$ cat config.mk
export PLATFORM = sky130hd
export DESIGN_NAME = sync_length_deframer
export DESIGN_NICKNAME = d
export VERILOG_FILES = /design/src/rtl/sld_pkg.sv /design/src/rtl/sync_length_deframer.sv /design/src/rtl/sld_cfg_regs.sv /design/src/rtl/sld_parser.sv /design/src/rtl/sld_out_reg.sv
export SDC_FILE = /design/constraint.sdc
export NUM_CORES = 1
export LEC_CHECK = 0
export ABC_AREA = 1
export BUFFER_PORTS_ARGS = -buffer_cell sky130_fd_sc_hd__buf_2
export CAP_MARGIN = 10
export CORE_MARGIN = 3
export CORE_UTILIZATION = 47
export DETAILED_ROUTE_END_ITERATION = 8
export HOLD_SLACK_MARGIN = 0.12
export PLACE_DENSITY = 0.89
export SETUP_SLACK_MARGIN = 0.05
export SLEW_MARGIN = 30
export SYNTH_ARGS = -nofsm -noshare
export SYNTH_HDL_FRONTEND = slang
export SYNTH_SLANG_ARGS = --single-unit
export TNS_END_PERCENT = 30
$ cat constraint.sdc
create_clock -name clk -period 2.4 [get_ports clk]
set_clock_uncertainty 0.15 [all_clocks]
set_input_delay 0.48 -clock clk [delete_from_list [all_inputs] [get_ports clk]]
set_output_delay 0.48 -clock clk [all_outputs]
set_load 0.02 [all_outputs]
$ cat src/rtl/sld_pkg.sv
// Shared types and constants for the sync/length deframer.
// No dependencies; imported by every module of the block.
package sld_pkg;

    localparam int unsigned MAX_FRAME = 32;
    localparam int unsigned LEN_W     = 6;
    localparam int unsigned BYTE_W    = 8;
    localparam int unsigned ADDR_W    = 3;
    localparam int unsigned DATA_W    = 32;

    localparam logic [BYTE_W-1:0] SYNC_FIRST  = 8'h55;
    localparam logic [BYTE_W-1:0] SYNC_SECOND = 8'hAA;

    localparam logic [LEN_W-1:0] MAX_LEN_RESET = LEN_W'(32);
    localparam logic [LEN_W-1:0] MAX_FRAME_LEN = LEN_W'(MAX_FRAME);

    // Register index of the maximum payload length register.
    localparam logic REG_MAX_LEN = 1'b0;

    // One result item handed from the parser to the output stage.
    typedef struct packed {
        logic              valid;
        logic [BYTE_W-1:0] payload_byte;
        logic              frame_last;
        logic              empty_frame;
    } result_t;

endpackage

$ cat src/rtl/sync_length_deframer.sv
// Top level of the sync/length deframer: config registers, parser, result register.
// Depends on sld_pkg, sld_cfg_regs, sld_parser and sld_out_reg.
//
//   channel  direction  handshake            payload
//   -------  ---------  -------------------  --------------------------------------
//   in       sink       in_valid / in_stall  rx_byte
//   out      source     out_valid/out_stall  payload_byte, frame_last, empty_frame
//   apb      slave      psel/penable/pready  paddr, pwdata, pwrite, prdata
//
// An accepted byte is registered in the input register; the framing decode then loads
// the result register from it once that register is free.
// One item can be accepted every cycle while the sink keeps up.
// Reset (rst_n low, asynchronous) returns the parser to sync hunting and empties
// both registers; the length limit returns to 32.
// A stalled output stops the input register, which then stalls the input channel.
module sync_length_deframer
    import sld_pkg::*;
(
    input  logic              clk,
    input  logic              rst_n,
    input  logic              in_valid,
    output logic              in_stall,
    input  logic [BYTE_W-1:0] rx_byte,
    output logic              out_valid,
    input  logic              out_stall,
    output logic [BYTE_W-1:0] payload_byte,
    output logic              frame_last,
    output logic              empty_frame,
    input  logic              psel,
    input  logic              penable,
    input  logic              pwrite,
    input  logic [ADDR_W-1:0] paddr,
    input  logic [DATA_W-1:0] pwdata,
    output logic [DATA_W-1:0] prdata,
    output logic              pready
);

    logic [LEN_W-1:0] max_len;
    logic             out_free;
    result_t          result;

    // Software-visible limit on the payload length.
    sld_cfg_regs u_cfg (
        .clk     (clk),
        .rst_n   (rst_n),
        .psel    (psel),
        .penable (penable),
        .pwrite  (pwrite),
        .paddr   (paddr),
        .pwdata  (pwdata),
        .prdata  (prdata),
        .pready  (pready),
        .max_len (max_len)
    );

    // Holds the incoming byte and decides, from the framing state, whether it
    // produces a payload item, an empty-frame marker, or nothing.
    sld_parser u_parser (
        .clk      (clk),
        .rst_n    (rst_n),
        .in_valid (in_valid),
        .in_stall (in_stall),
        .rx_byte  (rx_byte),
        .max_len  (max_len),
        .out_free (out_free),
        .result   (result)
    );

    // Result register facing the sink.
    sld_out_reg u_out (
        .clk          (clk),
        .rst_n        (rst_n),
        .result       (result),
        .out_free     (out_free),
        .out_valid    (out_valid),
        .out_stall    (out_stall),
        .payload_byte (payload_byte),
        .frame_last   (frame_last),
        .empty_frame  (empty_frame)
    );

endmodule

$ cat src/rtl/sld_cfg_regs.sv
// APB-style configuration register file for the deframer.
// Depends on sld_pkg for widths, register index and reset value.
module sld_cfg_regs
    import sld_pkg::*;
(
    input  logic              clk,
    input  logic              rst_n,
    input  logic              psel,
    input  logic              penable,
    input  logic              pwrite,
    input  logic [ADDR_W-1:0] paddr,
    input  logic [DATA_W-1:0] pwdata,
    output logic [DATA_W-1:0] prdata,
    output logic              pready,
    output logic [LEN_W-1:0]  max_len
);

    logic [LEN_W-1:0] max_len_reg;
    logic [LEN_W-1:0] max_len_next;
    logic             reg_hit;

    // Registers sit at word addresses, so the low two address bits are ignored.
    assign reg_hit = (paddr[2] == REG_MAX_LEN);

    always_comb
    begin
        max_len_next = max_len_reg;
        if (psel && penable && pwrite && reg_hit)
        begin
            max_len_next = pwdata[LEN_W-1:0];
        end
    end

    always_ff @(posedge clk or negedge rst_n)
    begin
        if (!rst_n)
        begin
            max_len_reg <= MAX_LEN_RESET;
        end
        else
        begin
            max_len_reg <= max_len_next;
        end
    end

    assign pready  = 1'b1;
    assign prdata  = reg_hit ? {{(DATA_W-LEN_W){1'b0}}, max_len_reg} : '0;
    assign max_len = max_len_reg;

endmodule

$ cat src/rtl/sld_parser.sv
// Input register, framing state machine and result decode of the deframer.
// Depends on sld_pkg for the sync bytes, widths and the result type.
module sld_parser
    import sld_pkg::*;
(
    input  logic              clk,
    input  logic              rst_n,
    input  logic              in_valid,
    output logic              in_stall,
    input  logic [BYTE_W-1:0] rx_byte,
    input  logic [LEN_W-1:0]  max_len,
    input  logic              out_free,
    output result_t           result
);

    typedef enum logic [1:0] {
        PH_HUNT,
        PH_NEED_AA,
        PH_LENGTH,
        PH_PAYLOAD
    } phase_t;

    phase_t            phase_reg;
    phase_t            phase_next;
    logic [LEN_W-1:0]  bytes_left_reg;
    logic [LEN_W-1:0]  bytes_left_next;
    logic              in_valid_reg;
    logic              in_valid_next;
    logic [BYTE_W-1:0] in_byte_reg;
    logic              accept;
    logic              advance;
    logic [LEN_W-1:0]  limit;
    logic [LEN_W-1:0]  left_dec;

    // The held byte moves on whenever the output stage can take a result.
    assign advance  = in_valid_reg && out_free;
    assign in_stall = in_valid_reg && !out_free;
    assign accept   = in_valid && !in_stall;

    assign limit    = (max_len > MAX_FRAME_LEN) ? MAX_FRAME_LEN : max_len;
    assign left_dec = bytes_left_reg - LEN_W'(1);

    always_comb
    begin
        phase_next          = phase_reg;
        bytes_left_next     = bytes_left_reg;
        result.valid        = 1'b0;
        result.payload_byte = in_byte_reg;
        result.frame_last   = 1'b0;
        result.empty_frame  = 1'b0;
        if (advance)
        begin
            unique case (phase_reg)
                PH_HUNT:
                begin
                    if (in_byte_reg == SYNC_FIRST)
                    begin
                        phase_next = PH_NEED_AA;
                    end
                end
                PH_NEED_AA:
                begin
                    phase_next = (in_byte_reg == SYNC_SECOND) ? PH_LENGTH : PH_HUNT;
                end
                PH_LENGTH:
                begin
                    if (in_byte_reg > {{(BYTE_W-LEN_W){1'b0}}, limit})
                    begin
                        phase_next = PH_HUNT;
                    end
                    else if (in_byte_reg == '0)
                    begin
                        phase_next          = PH_HUNT;
                        result.valid        = 1'b1;
                        result.payload_byte = '0;
                        result.frame_last   = 1'b1;
                        result.empty_frame  = 1'b1;
                    end
                    else
                    begin
                        bytes_left_next = in_byte_reg[LEN_W-1:0];
                        phase_next      = PH_PAYLOAD;
                    end
                end
                PH_PAYLOAD:
                begin
                    if (bytes_left_reg == '0)
                    begin
                        phase_next = PH_HUNT;
                    end
                    else
                    begin
                        bytes_left_next   = left_dec;
                        result.valid      = 1'b1;
                        result.frame_last = (left_dec == '0);
                        if (left_dec == '0)
                        begin
                            phase_next = PH_HUNT;
                        end
                    end
                end
                default:
                begin
                    phase_next = PH_HUNT;
                end
            endcase
        end
    end

    always_comb
    begin
        in_valid_next = in_valid_reg;
        if (accept)
        begin
            in_valid_next = 1'b1;
        end
        else if (advance)
        begin
            in_valid_next = 1'b0;
        end
    end

    always_ff @(posedge clk or negedge rst_n)
    begin
        if (!rst_n)
        begin
            phase_reg      <= PH_HUNT;
            bytes_left_reg <= '0;
            in_valid_reg   <= 1'b0;
        end
        else
        begin
            phase_reg      <= phase_next;
            bytes_left_reg <= bytes_left_next;
            in_valid_reg   <= in_valid_next;
        end
    end

    always_ff @(posedge clk)
    begin
        if (accept)
        begin
            in_byte_reg <= rx_byte;
        end
    end

endmodule

$ cat src/rtl/sld_out_reg.sv
// Result register of the deframer; holds an item until the sink takes it.
// Depends on sld_pkg for the result type and widths.
module sld_out_reg
    import sld_pkg::*;
(
    input  logic              clk,
    input  logic              rst_n,
    input  result_t           result,
    output logic              out_free,
    output logic              out_valid,
    input  logic              out_stall,
    output logic [BYTE_W-1:0] payload_byte,
    output logic              frame_last,
    output logic              empty_frame
);

    logic              out_valid_reg;
    logic              out_valid_next;
    logic [BYTE_W-1:0] payload_byte_reg;
    logic              frame_last_reg;
    logic              empty_frame_reg;

    // The register can load when it is empty or its item leaves this cycle.
    assign out_free       = !out_valid_reg || !out_stall;
    assign out_valid_next = out_free ? result.valid : out_valid_reg;

    always_ff @(posedge clk or negedge rst_n)
    begin
        if (!rst_n)
        begin
            out_valid_reg <= 1'b0;
        end
        else
        begin
            out_valid_reg <= out_valid_next;
        end
    end

    always_ff @(posedge clk)
    begin
        if (out_free && result.valid)
        begin
            payload_byte_reg <= result.payload_byte;
            frame_last_reg   <= result.frame_last;
            empty_frame_reg  <= result.empty_frame;
        end
    end

    assign out_valid    = out_valid_reg;
    assign payload_byte = payload_byte_reg;
    assign frame_last   = frame_last_reg;
    assign empty_frame  = empty_frame_reg;

endmodule

After elaboration in Yosys (flattened, before gate mapping)

Index checks and enable logic that the tools add are counted.

Bits in registers: 34
Output and inout port bits: 45
Word-level logic and storage cells: 70

Add/sub/neg operators: 1
$lt $le $gt $ge: 2
Eq/ne operators: 10
Muxes and demuxes: 24
Bitwise operators: 3
Reduce and logical (&&, ||, !) cells: 21

Operators by type and width:

| operator            | count |
|---|---|
| $mux 11             | 3 |
| $mux 6              | 5 |
| $logic_not 6->1     | 2 |
| $mux 2              | 6 |
| $pmux 6 s2          | 1 |
| $eq 8x7->1 const B  | 1 |
| $eq 8x8->1 const B  | 1 |
| $gt 8x6->1          | 1 |
| $logic_not 8->1     | 1 |
| $mux 8              | 1 |
| $pmux 2 s4          | 1 |
| $logic_and 1x1->1   | 7 |
| $gt 6x6->1 const B  | 1 |
| $ne 2x2->1 const B  | 3 |
| $sub 6x1->6 const B | 1 |
| $mux 1              | 5 |
| $reduce_and 5->1    | 1 |
| $eq 2x2->1 const B  | 2 |
| $logic_not 1->1     | 4 |
| $pmux 1 s2          | 2 |
| $reduce_bool 2->1   | 2 |
| $ne 3x1->1 const B  | 1 |
| $not 1->1           | 3 |
| $reduce_and 3->1    | 1 |
| other kinds (5)     | 5 |

Longest topological paths before layout

Depth after elaboration: 7
Depth in mapped cells: 16
Mapped depth without buffers: 16

Modules after synthesis

A second synthesis with hierarchy kept.

Cells, all modules: 256
Area, all modules: 2070.7 µm²

Modules (own cells, without submodules):

| module       | instances | cells each | area an instance (µm²) | sequential area each (µm²) |
|---|---|---|---|---|
| sld_parser   | 1         | 171        | 1213.7                 | 465.4 |
| sld_cfg_regs | 1         | 70         | 515.5                  | 151.4 |
| sld_out_reg  | 1         | 15         | 341.6                  | 325.3 |

Least setup slack after synthesis

Ideal clock, no wire load.

Path type: reg-to-reg
From: register u_cfg.max_len_reg[2], in the netlist u_cfg.max_len[2]
To: register u_out.empty_frame_reg, in the netlist u_out.empty_frame (enable)
Setup time: 0.334 ns
Arrival time: 1.697 ns
Required time: 1.916 ns
Setup slack: 0.219 ns
Stages on the path, launching flop included: 15
Buffers on the path: 0
Path through: dfrtp_1 -> nor2_1 -> nand3_1 -> nand2_1 -> nand2_1 -> ha_1 -> a21oi_1 -> nand2_1 -> nand2_1 -> nand2_1 -> nand2_1 -> nand2_1 -> nand2_1 -> nand2_1 -> inv_1

Word-level cells in the longest chain between the ends: 7

RTL lines:

| what                     | line               | text |
|---|---|---|
| start: declaration       | sld_cfg_regs.sv:18 | `logic [LEN_W-1:0] max_len_reg;` |
| start signal: assignment | sld_cfg_regs.sv:42 | `max_len_reg <= max_len_next;` |
| $gt 6x6->1               | sld_parser.sv:40   | `assign limit = (max_len > MAX_FRAME_LEN) ? MAX_FRAME_LEN : max_len;` |
| $mux 6 (*)               | sld_parser.sv:40   |  |
| $gt 8x6->1 (*)           | sld_parser.sv:67   | `if (in_byte_reg > {{(BYTE_W-LEN_W){1'b0}}, limit})` |
| $mux 11 (*)              | sld_parser.sv:67   |  |
| $pmux 1 s2 (*)           | sld_parser.sv:53   | `unique case (phase_reg)` |
| $mux 11 (*)              | sld_parser.sv:51   | `if (advance)` |
| $logic_and 1x1->1 (*)    | sld_out_reg.sv:41  | `if (out_free && result.valid)` |
| end signal: assignment   | sld_out_reg.sv:45  | `empty_frame_reg <= result.empty_frame;` |
| end: declaration         | sld_out_reg.sv:21  | `logic empty_frame_reg;` |

Mark *: on every way between the ends. The rest lies on a longest branch, timed or not.
A chain may end at the register's enable or synchronous reset.

Final worst setup path

From: register u_cfg.max_len_reg[5], in the netlist u_cfg.max_len[5]
To: register u_out.payload_byte_reg[3], in the netlist u_out.payload_byte[3] (enable)

Word-level cells in the longest chain between the ends: 7

RTL lines:

| what                   | line              | text |
|---|---|---|
| $gt 6x6->1             | sld_parser.sv:40  |  |
| $mux 6 (*)             | sld_parser.sv:40  |  |
| $gt 8x6->1 (*)         | sld_parser.sv:67  |  |
| $mux 11 (*)            | sld_parser.sv:67  |  |
| $pmux 1 s2 (*)         | sld_parser.sv:53  |  |
| $mux 11 (*)            | sld_parser.sv:51  |  |
| $logic_and 1x1->1 (*)  | sld_out_reg.sv:41 |  |
| end signal: assignment | sld_out_reg.sv:43 | `payload_byte_reg <= result.payload_byte;` |
| end: declaration       | sld_out_reg.sv:19 | `logic [BYTE_W-1:0] payload_byte_reg;` |

Marked as above.

==> flow_summary.toml <==
[global_routing]
grt_overflow = 0
grt_pass1_wl_um = 6140
grt_use_total_pct = 15.7
grt_pass1_vias = 1419
antenna_found_initial = 0
grt_max_degree = 17

[timing]
timing.fmax_mhz = 450
finalHoldViolations = 0
whs_ns = 0.210
setup_viol = 0
rsz0062_at_grt = "no"
slew_viol_final = 0
fin_tns_setup_ns = 0
period_needed_ns = 2.22
finalCritPeriodShare_pct = 92.7

[synthesis]
syn_area_mm2 = 0.00206
ys_ff_latch = 34
ys_seq_area_share_pct = 45.7
synth_cells = 252
ys_warn_count = 0
syn_area_per_cell_um2 = 8.18
ys_types = 27

[route]
routed_via_density = 4.79
antenna_left = 0
vias = 1643
firstDrtPassIters = 4
drc = 0
wl_per_cell_um = 11.8
wl_um = 4040
drt_first_iter_violations = 78

[setup_path]
worst_ep_required_time_ns = 2.26
crit_arrival_ns = 2.09
r2r_slack_ns = 0.18
critPathCaptureType = "flip-flop"
crit_fanout = 6
crit_type = "flip-flop to flip-flop"
critPathLaunchType = "flip-flop"

[placement]
dp_cells = 331
hpwl_um = 2980
gp_congestion = 0.843
port_buffers = 39

[final_layout]
multi_input_area_um2 = 888
nets = 350
finalNonFillerCells = 343
fin_util_pct = 58.3
area_growth_pct = 16.5
num-fill-cells = 363
drive_gt1_share_pct = 27.6
seq_area_um2 = 942
n_antenna_cell = 0

[floorplanning]
ios = 95
die-height_um = 72.2
dieArea_mm2 = 0.00522
die_x_um = 72.2
rows = 23
start_util_pct = 50.1
core_mm2 = 0.00412

[cts]
h-tree-depth = 2
clk_latency_ns = 0.29
cts_buffers = 5
root_buffer = "clkbuf_8"
cts_tree = "yes"
clkTransAtPathRegs_ns = 0.07
clockBufferDepth = 2
cts_sinks = 34

[job]
cap_violations = 0

[power_and_ir_drop]
power_density_mw_per_mm2 = 716
p_total_mw = 1.72
ir_drop_v = 0.000498
p_leak_nw = 1.26

[worst_hold_path]
hp-class = "primary input to flip-flop"

[status]
status = "finished clean"
cells in the final DEF, fill, tap and decap left out, types with 3 or more instances in the layout:
master and instances:
nand2_1 56, buf_2 39, inv_1 28, conb_1 27
nor2_1 25, edfxtp_1 18, dfrtp_1 15, nand3_1 10
nand2_2 10, a21oi_1 7, nor2_2 6, o21ai_0 6
ha_1 6, nand4_1 5, o21ai_2 5, clkbuf_8 5
buf_4 4, nor3_1 3
stage by stage:
step                      instance area, um2  setup slack [ns]
after CTS                               2320            0.0596
after detailed placement                2170            0.0698
after global routing                    2400           0.00678
after global placement                  2170             0.150
final                                   2400             0.176
after floorplan                         2150             0.219
worst paths after layout:
| kind | startpoint | end | cells after the start |
|---|---|---|---|
| worst min register to register | u_parser.bytes_left_reg[0] | u_parser.bytes_left_reg[0] | 2 |
| worst max register to register | u_cfg.max_len[5] | u_out.payload_byte[3] | 15 |
| worst max-delay path | u_cfg.max_len[5] | u_out.payload_byte[3] | 15 |
| max in group asynchronous | rst_n | u_cfg.max_len[5] | 2 |
| min in group asynchronous | rst_n | u_parser.phase_reg[1] | 2 |
| worst min-delay path | rx_byte[5] | u_parser.in_byte_reg[5] | 1 |
logic make-up (layout without fill, tap and decap cells):
kind of cell / count (synthesis) / in the layout / synth area share, %
buffers and inverters: 68 / 84 / 18.2
AOI/OAI and AO/OA: 20 / 20 / 6.07
other: 2 / 27 / 0.364
adders and majority gates: 8 / 8 / 4.86
and+or+nand+nor: 120 / 120 / 24.8
DFF: 34 / 34 / 45.7
cell usage after synthesis:
cell type       n  area [um2]
a21oi_1         7        35.0
inv_1          30         113
conb_1          2        7.51
edfxtp_1       18         541
and2_1          1        6.26
dlygate4sd3_1   1        10.0
o21ai_0         6        30.0
dfrtp_1        15         375
nand3_1        10        50.1
nand4_1         5        31.3
clkbuf_1        6        22.5
nand2_2         1        6.26
nor2_2          5        31.3
and3_1          2        12.5
buf_4          27         203
nand3_2         1        10.0
a211oi_1        1        7.51
dfstp_2         1        26.3
nand3b_1        1        7.51
a21oi_2         1        8.76
ha_1            8         100
nor3_1          3        15.0
nor2_1         26        97.6
nand2_1        65         244
buf_6           1        11.3
buf_2           3        15.0
o21ai_2         5        43.8
final cells by class:
cell class	instances	share of cell area (%)
Sequential cell	34	39.2
Multi-Input combinational cell	175	37.0
Timing Repair Buffer	46	10.7
Inverter	30	4.69
Clock buffer	5	2.87
Clock inverter	3	2.87
Tap cell	50	2.61
power breakdown:
part	leakage, nW	switching (mW)	internal, mW
clock	0.0683	0.218	0.416
sequential	0.373	0.0536	0.667
combinational	0.820	0.232	0.133
total	1.26	0.504	1.22
routing by layer:
metal / GRT usage [%] / vias up / share of wire (%)
met5: 0 / - / 0
met4: 6.89 / 0 / 1.5
met3: 4.29 / 6 / 6.5
met2: 28.0 / 56 / 53
met1: 17.2 / 761 / 39
li1: - / 820 / -
worst max-delay path, cell delays in order, from the launching register on:
cell     delay, ns
dfstp_2       0.55
inv_1         0.10
nand2_1       0.09
ha_1          0.22
nand2_1       0.07
inv_1         0.05
nand2_1       0.06
nand2_1       0.06
nand2_1       0.07
nand2_2       0.06
nand2_2       0.10
nand2_2       0.07
nand2_2       0.06
nand2_2       0.06
inv_2         0.07
buf_6         0.12
timing repair:
action	4_1_cts	5_1_grt
buffers inserted	0	3
hold buffers	1	0
gates resized for setup	0	16
setup endpoints to repair	0	10
hold endpoints to repair	15	0
(Power assumes the default switching activity.)
